## src/sv/lvrp_pkg.sv

```systemverilog
`timescale 1ns / 1ps
// Shared types and constants for the linear velocity ramp profile block.
// No dependencies; imported by lvrp_div, linear_velocity_ramp_profile, lvrp_checker and tb_top.
package lvrp_pkg;

  localparam int RATE_W   = 23;
  localparam int STEP_W   = 32;
  localparam int STATUS_W = 2;
  localparam int KIND_W   = 3;
  localparam int DIR_W    = 2;
  localparam int IDX_W    = 2;

  typedef logic [RATE_W-1:0]   rate_t;
  typedef logic [STATUS_W-1:0] status_t;
  typedef logic [KIND_W-1:0]   kind_t;
  typedef logic [DIR_W-1:0]    dir_t;
  typedef logic [IDX_W-1:0]    reg_idx_t;

  // request selector carried in in_tuser
  localparam logic REQ_START  = 1'b0;
  localparam logic REQ_SAMPLE = 1'b1;

  // result status
  localparam status_t STATUS_OK        = 2'd0;
  localparam status_t STATUS_RATE_ZERO = 2'd1;
  localparam status_t STATUS_SAT       = 2'd2;

  // last ramp kind, 3-bit two's complement
  localparam kind_t KIND_NONE    = 3'b000;
  localparam kind_t KIND_ACC_POS = 3'b001;
  localparam kind_t KIND_DEC_POS = 3'b010;
  localparam kind_t KIND_ACC_NEG = 3'b111;
  localparam kind_t KIND_DEC_NEG = 3'b110;

  // ramp direction, 2-bit two's complement
  localparam dir_t DIR_NONE = 2'b00;
  localparam dir_t DIR_UP   = 2'b01;
  localparam dir_t DIR_DOWN = 2'b11;

  // configuration register indexes
  localparam reg_idx_t REG_ACCEL_RATE     = 2'd0;
  localparam reg_idx_t REG_DECEL_RATE     = 2'd1;
  localparam reg_idx_t REG_VELOCITY_LIMIT = 2'd2;

  localparam rate_t ACCEL_RESET = 23'd1000;
  localparam rate_t DECEL_RESET = 23'd1000;
  localparam rate_t LIMIT_RESET = 23'd8388607;

  typedef enum logic [3:0] {
    ST_IDLE,
    ST_CLAMP,
    ST_SETUP,
    ST_MULT,
    ST_NUMER,
    ST_ABS,
    ST_DIV,
    ST_SAT,
    ST_DONE
  } state_t;

  // divider handshake toward the sequencer
  typedef struct packed {
    logic busy;
    logic done;
  } div_stat_t;

endpackage

```

## src/sv/lvrp_div.sv

```systemverilog
`timescale 1ns / 1ps
// Iterative restoring divider, two quotient bits per cycle.
// Uses lvrp_pkg for the status struct; shared by ramp-length and sample math.
module lvrp_div
  import lvrp_pkg::*;
#(
  parameter int NUM_W = 60,
  parameter int DEN_W = 24
) (
  input  logic             clk,
  input  logic             rst_n,
  input  logic             go,
  input  logic [NUM_W-1:0] dividend,
  input  logic [DEN_W-1:0] divisor,
  output div_stat_t        stat,
  output logic [NUM_W-1:0] quotient
);

  localparam int ITERS = NUM_W / 2;
  localparam int CNT_W = $clog2(ITERS + 1);

  logic             busy_r;
  logic             done_r;
  logic [CNT_W-1:0] cnt_r;
  logic [DEN_W-1:0] rem_r;
  logic [DEN_W-1:0] den_r;
  logic [NUM_W-1:0] quo_r;

  logic [DEN_W:0]   t1, t2, d1, d2;
  logic             ge1, ge2;
  logic [DEN_W-1:0] r1, r2;

  always_comb begin
    t1  = {rem_r, quo_r[NUM_W-1]};
    d1  = t1 - {1'b0, den_r};
    ge1 = (t1 >= {1'b0, den_r});
    r1  = ge1 ? d1[DEN_W-1:0] : t1[DEN_W-1:0];
    t2  = {r1, quo_r[NUM_W-2]};
    d2  = t2 - {1'b0, den_r};
    ge2 = (t2 >= {1'b0, den_r});
    r2  = ge2 ? d2[DEN_W-1:0] : t2[DEN_W-1:0];
  end

  always_ff @(posedge clk) begin
    if (!rst_n) begin
      busy_r <= 1'b0;
      done_r <= 1'b0;
      cnt_r  <= '0;
    end else begin
      done_r <= busy_r && (cnt_r == CNT_W'(1));
      if (go) begin
        busy_r <= 1'b1;
        cnt_r  <= CNT_W'(ITERS);
      end else if (busy_r) begin
        cnt_r <= cnt_r - CNT_W'(1);
        if (cnt_r == CNT_W'(1)) begin
          busy_r <= 1'b0;
        end
      end
    end
  end

  always_ff @(posedge clk) begin
    if (go) begin
      quo_r <= dividend;
      rem_r <= '0;
      den_r <= divisor;
    end else if (busy_r) begin
      quo_r <= {quo_r[NUM_W-3:0], ge1, ge2};
      rem_r <= r2;
    end
  end

  assign stat.busy = busy_r;
  assign stat.done = done_r;
  assign quotient  = quo_r;

endmodule

```

## src/sv/linear_velocity_ramp_profile.sv

```systemverilog
`timescale 1ns / 1ps
// Linear velocity ramp profile: ramp length on start words, speed on sample words.
// Start words pass CLAMP, SETUP, MULT, NUMER, ABS, DIV, SAT and DONE; sample words
// skip CLAMP, and start words with equal speeds or a zero rate go from SETUP to DONE.
// One word at a time, so a new word is taken the cycle after the previous result enters
// the output register. The cost is set by the divider, 2 quotient bits a cycle.
// Reset (rst_n low, synchronous): rates 1000, limit 8388607, ramp state cleared.
module linear_velocity_ramp_profile
  import lvrp_pkg::*;
#(
  parameter int SAMPLES_PER_SECOND = 1000,
  parameter int SPEED_BITS         = 24
) (
  input  logic                 clk,
  input  logic                 rst_n,
  // input words
  input  logic                 in_tvalid,
  output logic                 in_tready,
  // [S-1:0] target_speed, [2S-1:S] present_speed, [2S+31:2S] step_index
  input  logic [((2 * SPEED_BITS + 32 + 7) / 8) * 8 - 1:0] in_tdata,
  // [0] req_type
  input  logic                 in_tuser,
  // result words
  output logic                 out_tvalid,
  input  logic                 out_tready,
  // [31:0] step_count, [S+31:32] speed_sample
  output logic [((SPEED_BITS + 32 + 7) / 8) * 8 - 1:0] out_tdata,
  // [1:0] status
  output logic [STATUS_W-1:0]  out_tuser,
  // configuration writes
  input  logic                 cfg_valid,
  output logic                 cfg_ready,
  input  logic [IDX_W-1:0]     cfg_index,
  input  logic [RATE_W-1:0]    cfg_data
);

  localparam int S      = SPEED_BITS;
  localparam int OUT_DW = ((SPEED_BITS + 32 + 7) / 8) * 8;

  // datapath widths
  localparam int SPS_W  = $clog2(SAMPLES_PER_SECOND + 1);
  localparam int PROD_W = STEP_W + RATE_W;               // shared multiplier output
  localparam int BASE_W = S + SPS_W + 1;                 // start_speed * SPS, signed
  localparam int V_W    = ((BASE_W > PROD_W + 1) ? BASE_W : PROD_W + 1) + 1;
  localparam int DVD_W  = V_W + 2;
  localparam int NUM_W  = DVD_W + (DVD_W % 2);           // even for radix-4 steps
  localparam int DEN_W  = ((SPS_W + 1) > (RATE_W + 1)) ? (SPS_W + 1) : (RATE_W + 1);
  localparam int CW     = ((S > RATE_W) ? S : RATE_W) + 2;

  localparam rate_t                    SPS_RATE = RATE_W'(SAMPLES_PER_SECOND);
  localparam logic signed [BASE_W-1:0] SPS_BASE = BASE_W'(SAMPLES_PER_SECOND);
  localparam logic [NUM_W-1:0]         SPS_ADD  = NUM_W'(SAMPLES_PER_SECOND);
  localparam logic [DEN_W-1:0]         SPS_DEN  = DEN_W'(2 * SAMPLES_PER_SECOND);
  localparam logic [NUM_W-1:0]         SPD_MIN_Q = NUM_W'(1) << (S - 1);
  localparam logic [NUM_W-1:0]         SPD_MAX_Q = SPD_MIN_Q - NUM_W'(1);

  // ---------------------------------------------------------------------------
  // Registers
  // ---------------------------------------------------------------------------
  state_t state_r, state_nxt;

  rate_t accel_rate_r, decel_rate_r, velocity_limit_r;

  // ramp state kept between words
  logic signed [S-1:0] start_speed_r;
  dir_t                dir_r;
  rate_t               chosen_rate_r;
  kind_t               kind_r;

  // captured word and intermediate values
  logic                     req_r;
  logic signed [S-1:0]      tgt_r, present_r, tgt_c_r;
  logic [STEP_W-1:0]        step_r;
  logic [S-1:0]             diff_r;
  logic signed [BASE_W-1:0] base_r;
  logic [PROD_W-1:0]        prod_r;
  logic signed [V_W-1:0]    v_r;
  logic                     neg_r;

  // pending result and output register
  logic [STEP_W-1:0] res_step_r;
  logic [S-1:0]      res_speed_r;
  status_t           res_status_r;
  logic              out_valid_r;
  logic [STEP_W-1:0] out_step_r;
  logic [S-1:0]      out_speed_r;
  status_t           out_status_r;

  // ---------------------------------------------------------------------------
  // Combinational datapath
  // ---------------------------------------------------------------------------
  logic                     in_acc;
  logic                     div_go;
  div_stat_t                div_stat;
  logic [NUM_W-1:0]         quotient;

  logic signed [CW-1:0]     tgt_w, lim_w, nlim_w;
  logic signed [S-1:0]      tgt_clamp;

  logic                     u_zero, t_zero, u_neg, t_neg, t_gt_u, t_eq_u;
  rate_t                    rate_sel;
  kind_t                    kind_sel;
  logic [S:0]               sub_tu, sub_ut;
  logic                     setup_short;

  logic [STEP_W-1:0]        mul_a;
  rate_t                    mul_b;
  logic [PROD_W-1:0]        prod_nxt;
  logic signed [BASE_W-1:0] base_nxt;

  logic signed [V_W-1:0]    base_v, prod_v, v_nxt;
  logic signed [NUM_W-1:0]  v2;
  logic [NUM_W-1:0]         addend, dvd;
  logic [DEN_W-1:0]         den;

  logic [STEP_W-1:0]        sat_step;
  logic [S-1:0]             sat_speed;
  status_t                  sat_status;

  assign in_acc    = in_tvalid && in_tready;
  assign cfg_ready = 1'b1;

  // target clamp to +/- velocity_limit
  always_comb begin
    tgt_w  = CW'(tgt_r);
    lim_w  = signed'(CW'(velocity_limit_r));
    nlim_w = -lim_w;
    if (tgt_w >= lim_w) begin
      tgt_clamp = lim_w[S-1:0];
    end else if (tgt_w <= nlim_w) begin
      tgt_clamp = nlim_w[S-1:0];
    end else begin
      tgt_clamp = tgt_r;
    end
  end

  // rate and kind by sign quadrant; zero crossings use the last kind
  always_comb begin
    u_zero   = (present_r == '0);
    t_zero   = (tgt_c_r == '0);
    u_neg    = present_r[S-1];
    t_neg    = tgt_c_r[S-1];
    t_gt_u   = (tgt_c_r > present_r);
    t_eq_u   = (tgt_c_r == present_r);
    rate_sel = chosen_rate_r;
    kind_sel = kind_r;
    if (!u_neg && !t_neg) begin
      if (t_gt_u || t_eq_u) begin
        rate_sel = accel_rate_r;
        kind_sel = KIND_ACC_POS;
      end else begin
        rate_sel = decel_rate_r;
        kind_sel = KIND_DEC_POS;
      end
    end else if ((u_neg || u_zero) && (t_neg || t_zero)) begin
      if (u_zero) begin
        rate_sel = accel_rate_r;
        kind_sel = KIND_ACC_NEG;
      end else if (t_zero) begin
        rate_sel = decel_rate_r;
        kind_sel = KIND_DEC_NEG;
      end else if (!t_gt_u && !t_eq_u) begin
        rate_sel = accel_rate_r;
        kind_sel = KIND_ACC_NEG;
      end else if (t_gt_u) begin
        rate_sel = decel_rate_r;
        kind_sel = KIND_DEC_NEG;
      end
    end else if (!u_neg) begin
      // positive start crossing to a negative target
      if (kind_r == KIND_DEC_POS || kind_r == KIND_DEC_NEG) begin
        rate_sel = accel_rate_r;
        kind_sel = KIND_ACC_POS;
      end else begin
        rate_sel = decel_rate_r;
        kind_sel = KIND_DEC_POS;
      end
    end else begin
      if (kind_r == KIND_ACC_NEG) begin
        rate_sel = decel_rate_r;
        kind_sel = KIND_DEC_NEG;
      end else begin
        rate_sel = accel_rate_r;
        kind_sel = KIND_ACC_NEG;
      end
    end
    sub_tu      = {tgt_c_r[S-1], tgt_c_r} - {present_r[S-1], present_r};
    sub_ut      = {present_r[S-1], present_r} - {tgt_c_r[S-1], tgt_c_r};
    setup_short = (req_r == REQ_START) && (t_eq_u || (rate_sel == '0));
  end

  // shared multiplier: diff*SPS on start, rate*step on sample
  always_comb begin
    mul_a    = (req_r == REQ_START) ? STEP_W'(diff_r) : step_r;
    mul_b    = (req_r == REQ_START) ? SPS_RATE : chosen_rate_r;
    prod_nxt = PROD_W'(mul_a) * PROD_W'(mul_b);
    base_nxt = BASE_W'(start_speed_r) * SPS_BASE;
  end

  // signed numerator, then 2*|v| + addend as one add or subtract
  always_comb begin
    base_v = V_W'(base_r);
    prod_v = signed'(V_W'(prod_r));
    if (req_r == REQ_START) begin
      v_nxt = prod_v;
    end else begin
      case (dir_r)
        DIR_UP:   v_nxt = base_v + prod_v;
        DIR_DOWN: v_nxt = base_v - prod_v;
        default:  v_nxt = base_v;
      endcase
    end
    v2     = NUM_W'(v_r) <<< 1;
    addend = (req_r == REQ_START) ? NUM_W'(chosen_rate_r) : SPS_ADD;
    dvd    = v_r[V_W-1] ? (addend - unsigned'(v2)) : (unsigned'(v2) + addend);
    den    = (req_r == REQ_START) ? DEN_W'({chosen_rate_r, 1'b0}) : SPS_DEN;
  end

  // saturation of the quotient
  always_comb begin
    sat_step   = '0;
    sat_speed  = '0;
    sat_status = STATUS_OK;
    if (req_r == REQ_START) begin
      sat_step = (quotient[NUM_W-1:STEP_W] != '0) ? '1 : quotient[STEP_W-1:0];
    end else if (neg_r) begin
      if (quotient > SPD_MIN_Q) begin
        sat_speed  = SPD_MIN_Q[S-1:0];
        sat_status = STATUS_SAT;
      end else begin
        sat_speed = -quotient[S-1:0];
      end
    end else begin
      if (quotient > SPD_MAX_Q) begin
        sat_speed  = SPD_MAX_Q[S-1:0];
        sat_status = STATUS_SAT;
      end else begin
        sat_speed = quotient[S-1:0];
      end
    end
  end

  lvrp_div #(
    .NUM_W (NUM_W),
    .DEN_W (DEN_W)
  ) u_div (
    .clk      (clk),
    .rst_n    (rst_n),
    .go       (div_go),
    .dividend (dvd),
    .divisor  (den),
    .stat     (div_stat),
    .quotient (quotient)
  );

  // ---------------------------------------------------------------------------
  // Sequencer
  // ---------------------------------------------------------------------------
  always_ff @(posedge clk) begin
    if (!rst_n) begin
      state_r <= ST_IDLE;
    end else begin
      state_r <= state_nxt;
    end
  end

  always_comb begin
    state_nxt = state_r;
    in_tready = 1'b0;
    div_go    = 1'b0;
    case (state_r)
      ST_IDLE: begin
        in_tready = 1'b1;
        if (in_tvalid) begin
          state_nxt = (in_tuser == REQ_START) ? ST_CLAMP : ST_SETUP;
        end
      end
      ST_CLAMP: state_nxt = ST_SETUP;
      ST_SETUP: state_nxt = setup_short ? ST_DONE : ST_MULT;
      ST_MULT:  state_nxt = ST_NUMER;
      ST_NUMER: state_nxt = ST_ABS;
      ST_ABS: begin
        div_go    = 1'b1;
        state_nxt = ST_DIV;
      end
      ST_DIV: begin
        if (div_stat.done) begin
          state_nxt = ST_SAT;
        end
      end
      ST_SAT: state_nxt = ST_DONE;
      ST_DONE: begin
        if (!out_valid_r || out_tready) begin
          state_nxt = ST_IDLE;
        end
      end
      default: state_nxt = ST_IDLE;
    endcase
  end

  // ---------------------------------------------------------------------------
  // Configuration and ramp state
  // ---------------------------------------------------------------------------
  always_ff @(posedge clk) begin
    if (!rst_n) begin
      accel_rate_r     <= ACCEL_RESET;
      decel_rate_r     <= DECEL_RESET;
      velocity_limit_r <= LIMIT_RESET;
      start_speed_r    <= '0;
      dir_r            <= DIR_NONE;
      chosen_rate_r    <= '0;
      kind_r           <= KIND_NONE;
      out_valid_r      <= 1'b0;
    end else begin
      if (cfg_valid && cfg_ready) begin
        case (cfg_index)
          REG_ACCEL_RATE:     accel_rate_r     <= cfg_data;
          REG_DECEL_RATE:     decel_rate_r     <= cfg_data;
          REG_VELOCITY_LIMIT: velocity_limit_r <= cfg_data;
          default:            ;
        endcase
      end
      if (state_r == ST_SETUP && req_r == REQ_START) begin
        start_speed_r <= present_r;
        chosen_rate_r <= rate_sel;
        kind_r        <= kind_sel;
        if (t_eq_u) begin
          dir_r <= DIR_NONE;
        end else begin
          dir_r <= t_gt_u ? DIR_UP : DIR_DOWN;
        end
      end
      if (state_r == ST_DONE && (!out_valid_r || out_tready)) begin
        out_valid_r <= 1'b1;
      end else if (out_tready) begin
        out_valid_r <= 1'b0;
      end
    end
  end

  // ---------------------------------------------------------------------------
  // Payload registers
  // ---------------------------------------------------------------------------
  always_ff @(posedge clk) begin
    if (in_acc) begin
      req_r     <= in_tuser;
      tgt_r     <= in_tdata[S-1:0];
      present_r <= in_tdata[2*S-1:S];
      step_r    <= in_tdata[2*S+STEP_W-1:2*S];
    end
    if (state_r == ST_CLAMP) begin
      tgt_c_r <= tgt_clamp;
    end
    if (state_r == ST_SETUP) begin
      diff_r <= t_gt_u ? sub_tu[S-1:0] : sub_ut[S-1:0];
      base_r <= base_nxt;
      if (req_r == REQ_START) begin
        res_step_r   <= (t_eq_u) ? '0 : '1;
        res_speed_r  <= '0;
        res_status_r <= (t_eq_u) ? STATUS_OK : STATUS_RATE_ZERO;
      end
    end
    if (state_r == ST_MULT) begin
      prod_r <= prod_nxt;
    end
    if (state_r == ST_NUMER) begin
      v_r <= v_nxt;
    end
    if (state_r == ST_ABS) begin
      neg_r <= v_r[V_W-1];
    end
    if (state_r == ST_SAT) begin
      res_step_r   <= sat_step;
      res_speed_r  <= sat_speed;
      res_status_r <= sat_status;
    end
    if (state_r == ST_DONE && (!out_valid_r || out_tready)) begin
      out_step_r   <= res_step_r;
      out_speed_r  <= res_speed_r;
      out_status_r <= res_status_r;
    end
  end

  assign out_tvalid = out_valid_r;
  assign out_tdata  = OUT_DW'({out_speed_r, out_step_r});
  assign out_tuser  = out_status_r;

endmodule

```

## config.mk

```make
export PLATFORM = sky130hd
export DESIGN_NAME = linear_velocity_ramp_profile
export DESIGN_NICKNAME = d
export VERILOG_FILES = /design/src/sv/lvrp_pkg.sv /design/src/sv/lvrp_div.sv /design/src/sv/linear_velocity_ramp_profile.sv
export SDC_FILE = /design/constraint.sdc
export NUM_CORES = 2
export LEC_CHECK = 0
export BUFFER_PORTS_ARGS = -buffer_cell sky130_fd_sc_hd__clkbuf_2
export CAP_MARGIN = 40
export CORE_MARGIN = 2
export CORE_UTILIZATION = 50
export CTS_CLUSTER_DIAMETER = 30
export CTS_CLUSTER_SIZE = 25
export DETAILED_ROUTE_END_ITERATION = 16
export HOLD_SLACK_MARGIN = 0.12
export PLACE_DENSITY = 0.69
export SYNTH_ARGS = -nofsm -noshare
export SYNTH_HDL_FRONTEND = slang
export SYNTH_SLANG_ARGS = --single-unit
```

## constraint.sdc

```tcl
create_clock -name clk -period 10.3 [get_ports clk]
set_clock_uncertainty 0.05 [all_clocks]
set_input_delay 1.03 -clock clk [delete_from_list [all_inputs] [get_ports clk]]
set_output_delay 1.03 -clock clk [all_outputs]
set_load 0.005 [all_outputs]
```

==> reports/qor.txt <==
number of enable flip-flop cells after synthesis = 473
cell taking the most area after synthesis = fa_1
initial detailed-routing violation count = 5,248
Routed Antenna Nets = 0
Hold WC Path Type = input port to flip-flop
Avg Inst Size Synth = 9.093 sq um
WP data required = 10.78 ns
Synth Register Bits = 630
core area = 0.1351 sq mm
Slew HR = 32.73%
Crit path largest cell delay = 0.66 ns
Layout Nets = 8,896
PortBufs = 170
min Tclk post-route = 9.206 ns
CP Max Fanout = 53
Hold Fails Final Rpt = 0
full die area = 0.1387 sq mm
post-synthesis cell count = 7,463
hold buffers post-CTS = 0
die extent in y = 372.4 microns
CP max stage cell = edfxtp_1
Root Driver = clkbuf_16
drt first pass iters = 9
FMAX = 108.6 MHz
# setup viols final = 0
period utilisation layout = 89.38%
Yosys cell types = 101
Clk pin slew, worst setup/hold paths = 0.05 ns
area share of the largest cell type after synthesis = 21.39%
Setup crit start kind = flip-flop
Congestion Overflow GR = 0
setup bufs post-CTS = 0
total CTS buffers = 158
Area Growth Syn to Fin = 12.48%
dpl hpwl = 167,400 microns
critical path capture point type = flip-flop
RSZ-0062 raised after global routing = no
clk sinks = 630
Top FF cell, synth = edfxtp_1
largest net degree at the start of global routing = 174
outcome = completed
initial core utilization = 50.22%
cell area after synthesis = 0.06786 sq mm
Core Rows = 135
Clock Path Buffers = 3
top post-synthesis cells by area = fa_1 (21%), edfxtp_1 (21%), ha_1 (10%)
CTS tree = yes
WL/cell = 22.88 microns
via count = 55,500
depth of the CTS H-tree = 4
CTS resizes = 0
Max-cap violations = 0
yosys warns = 0
share of cells above drive strength 1 = 8.888%
Placer Congestion = 0.9697
Final Max Tran Viols = 0
arrival time worst endpoint = 9.69 ns
worst skew pair latency = 0.84 ns
Synthesized Nets = 8,841
vias in the first global route = 55,710
Total Routed Length = 216,100 microns
# DRC = 0
initial antenna violation count = 15
async set-reset flop share out of synthesis = 0%
Overall Global Routing Usage = 31.32%
DR vias/cell = 5.878
sequential element share of the synthesized area = 25.56%
Worst-Margin Slew = 1.009 ns
Setup TNS = 0 ns
Die Width = 372.4 microns
critical path type = flip-flop to flip-flop
Top-Level Pins = 172
Worst path most repeated cell = fa_1
first-pass GRT wire length = 330,000 microns
area by class of cell:
type | count | area [sq um]
well taps | 1781 | 2228
diodes | 10 | 25.02
multi-input cells | 5438 | 45320
repair buffers | 291 | 1958
fillers | 11970 | 58800
clock inverters | 107 | 1539
flip-flops and latches | 630 | 17350
inverters | 999 | 3750
clock buffers | 186 | 4151
layout by cell type (no fill, tap or decap), drive strengths merged, types with 21 or more instances in the layout:
cell type,count
a211oi,56
a21o,151
a21oi,509
a22oi,21
a31oi,36
and2,58
and3,279
buf,118
bufinv,21
clkbuf,357
clkinv,57
dfxtp,157
edfxtp,473
fa,725
ha,542
inv,1014
mux2,24
mux2i,66
nand2,848
nand2b,62
nand3,80
nand4,55
nor2,502
nor2b,81
nor3,98
nor4,52
o211ai,85
o21a,47
o21ai,308
o21bai,51
o31ai,31
or2,40
or3,57
xnor2,219
xor2,91
flip-flops by register name, summed over array words and instances (netlist names), 3 cells and up:
name / cells
accel_rate_r: 23
base_r: 32
chosen_rate_r: 23
decel_rate_r: 23
diff_r: 24
kind_r: 3
out_speed_r: 24
out_step_r: 32
present_r: 24
prod_r: 55
res_speed_r: 24
res_step_r: 32
start_speed_r: 24
state_r: 4
step_r: 32
tgt_c_r: 24
tgt_r: 24
u_div.cnt_r: 5
u_div.den_r: 23
u_div.quotient: 60
u_div.rem_r: 24
v_r: 57
velocity_limit_r: 23
through the flow:
| stage | worst slack, ns | instance area [sq um] | util (%) | instances | hold WS (ns) |
|---|---|---|---|---|---|
| 2_1_floorplan | 2.024 | 67870 | - | 7463 | 0.3503 |
| 3_3_place_gp | 1.351 | 70310 | 52.03 | 9120 | 0.3536 |
| 3_5_place_dp | 1.181 | 70610 | 52.25 | 9138 | 0.3545 |
| 4_1_cts | 1.173 | 76300 | 56.46 | 9431 | 0.2711 |
| 5_1_grt | 0.7148 | 76310 | 56.47 | 9436 | 0.2798 |
| 6_report | 1.094 | 76330 | 56.48 | 9442 | 0.3161 |
path summary, 6_finish.rpt:
kind,from,to,slack (ns),depth (start not counted)
setup / recovery,req_r$_DFFE_PP_,prod_r[53]$_DFFE_PP_,1.09,28
hold / removal,in_tdata[32],present_r[8]$_DFFE_PP_,0.32,1
setup reg to reg,req_r$_DFFE_PP_,prod_r[53]$_DFFE_PP_,1.09,28
hold reg to reg,res_step_r[17]$_DFFE_PP_,out_step_r[17]$_DFFE_PP_,0.36,0
worst max-delay path: cells and delay by family, from the launching register on:
kind            cells  cell delay (ns)
compound gates     13             3.05
xor+xnor            1             0.09
fa+ha+maj           8             4.01
buf+inv             4             0.45
flops               1             0.66
simple gates        2             0.65
routing by layer:
layer | vias to the layer above | GRT usage (%) | share of wire [%]
met2 | 2584 | 50.94 | 46
met3 | 543 | 7.349 | 8.7
li1 | 25370 | - | -
met1 | 27000 | 39.60 | 40
met5 | - | 0 | 0.020
met4 | 6 | 14.20 | 4.9
cells by family (layout without fill, tap and decap cells):
kind of cell / Yosys count / in the layout / synth area share [%]
and+or+nand+nor: 2270 / 2270 / 15.90
AOI/OAI and AO/OA: 1500 / 1500 / 13.97
buffers and inverters: 1395 / 1583 / 7.805
adders and majority gates: 1267 / 1267 / 31.38
DFF: 630 / 630 / 25.56
xor gates and xnor gates: 310 / 310 / 4.001
muxes: 90 / 90 / 1.377
other: 1 / 11 / 0.005526
cells in the mapped netlist, types with 81 or more instances:
| master | number |
|---|---|
| ha_1 | 542 |
| xor2_1 | 91 |
| fa_1 | 725 |
| dfxtp_1 | 157 |
| a21o_1 | 151 |
| clkbuf_1 | 369 |
| o21ai_0 | 302 |
| a21oi_1 | 508 |
| edfxtp_1 | 473 |
| nand2_1 | 848 |
| nor2b_1 | 81 |
| nor2_1 | 499 |
| o211ai_1 | 85 |
| nor3_1 | 96 |
| inv_1 | 995 |
| and3_1 | 279 |
| xnor2_1 | 219 |
Power is left out: the tool's default activity adds up to more than one toggle a clock period on the data nets, which glitch-free logic cannot reach.
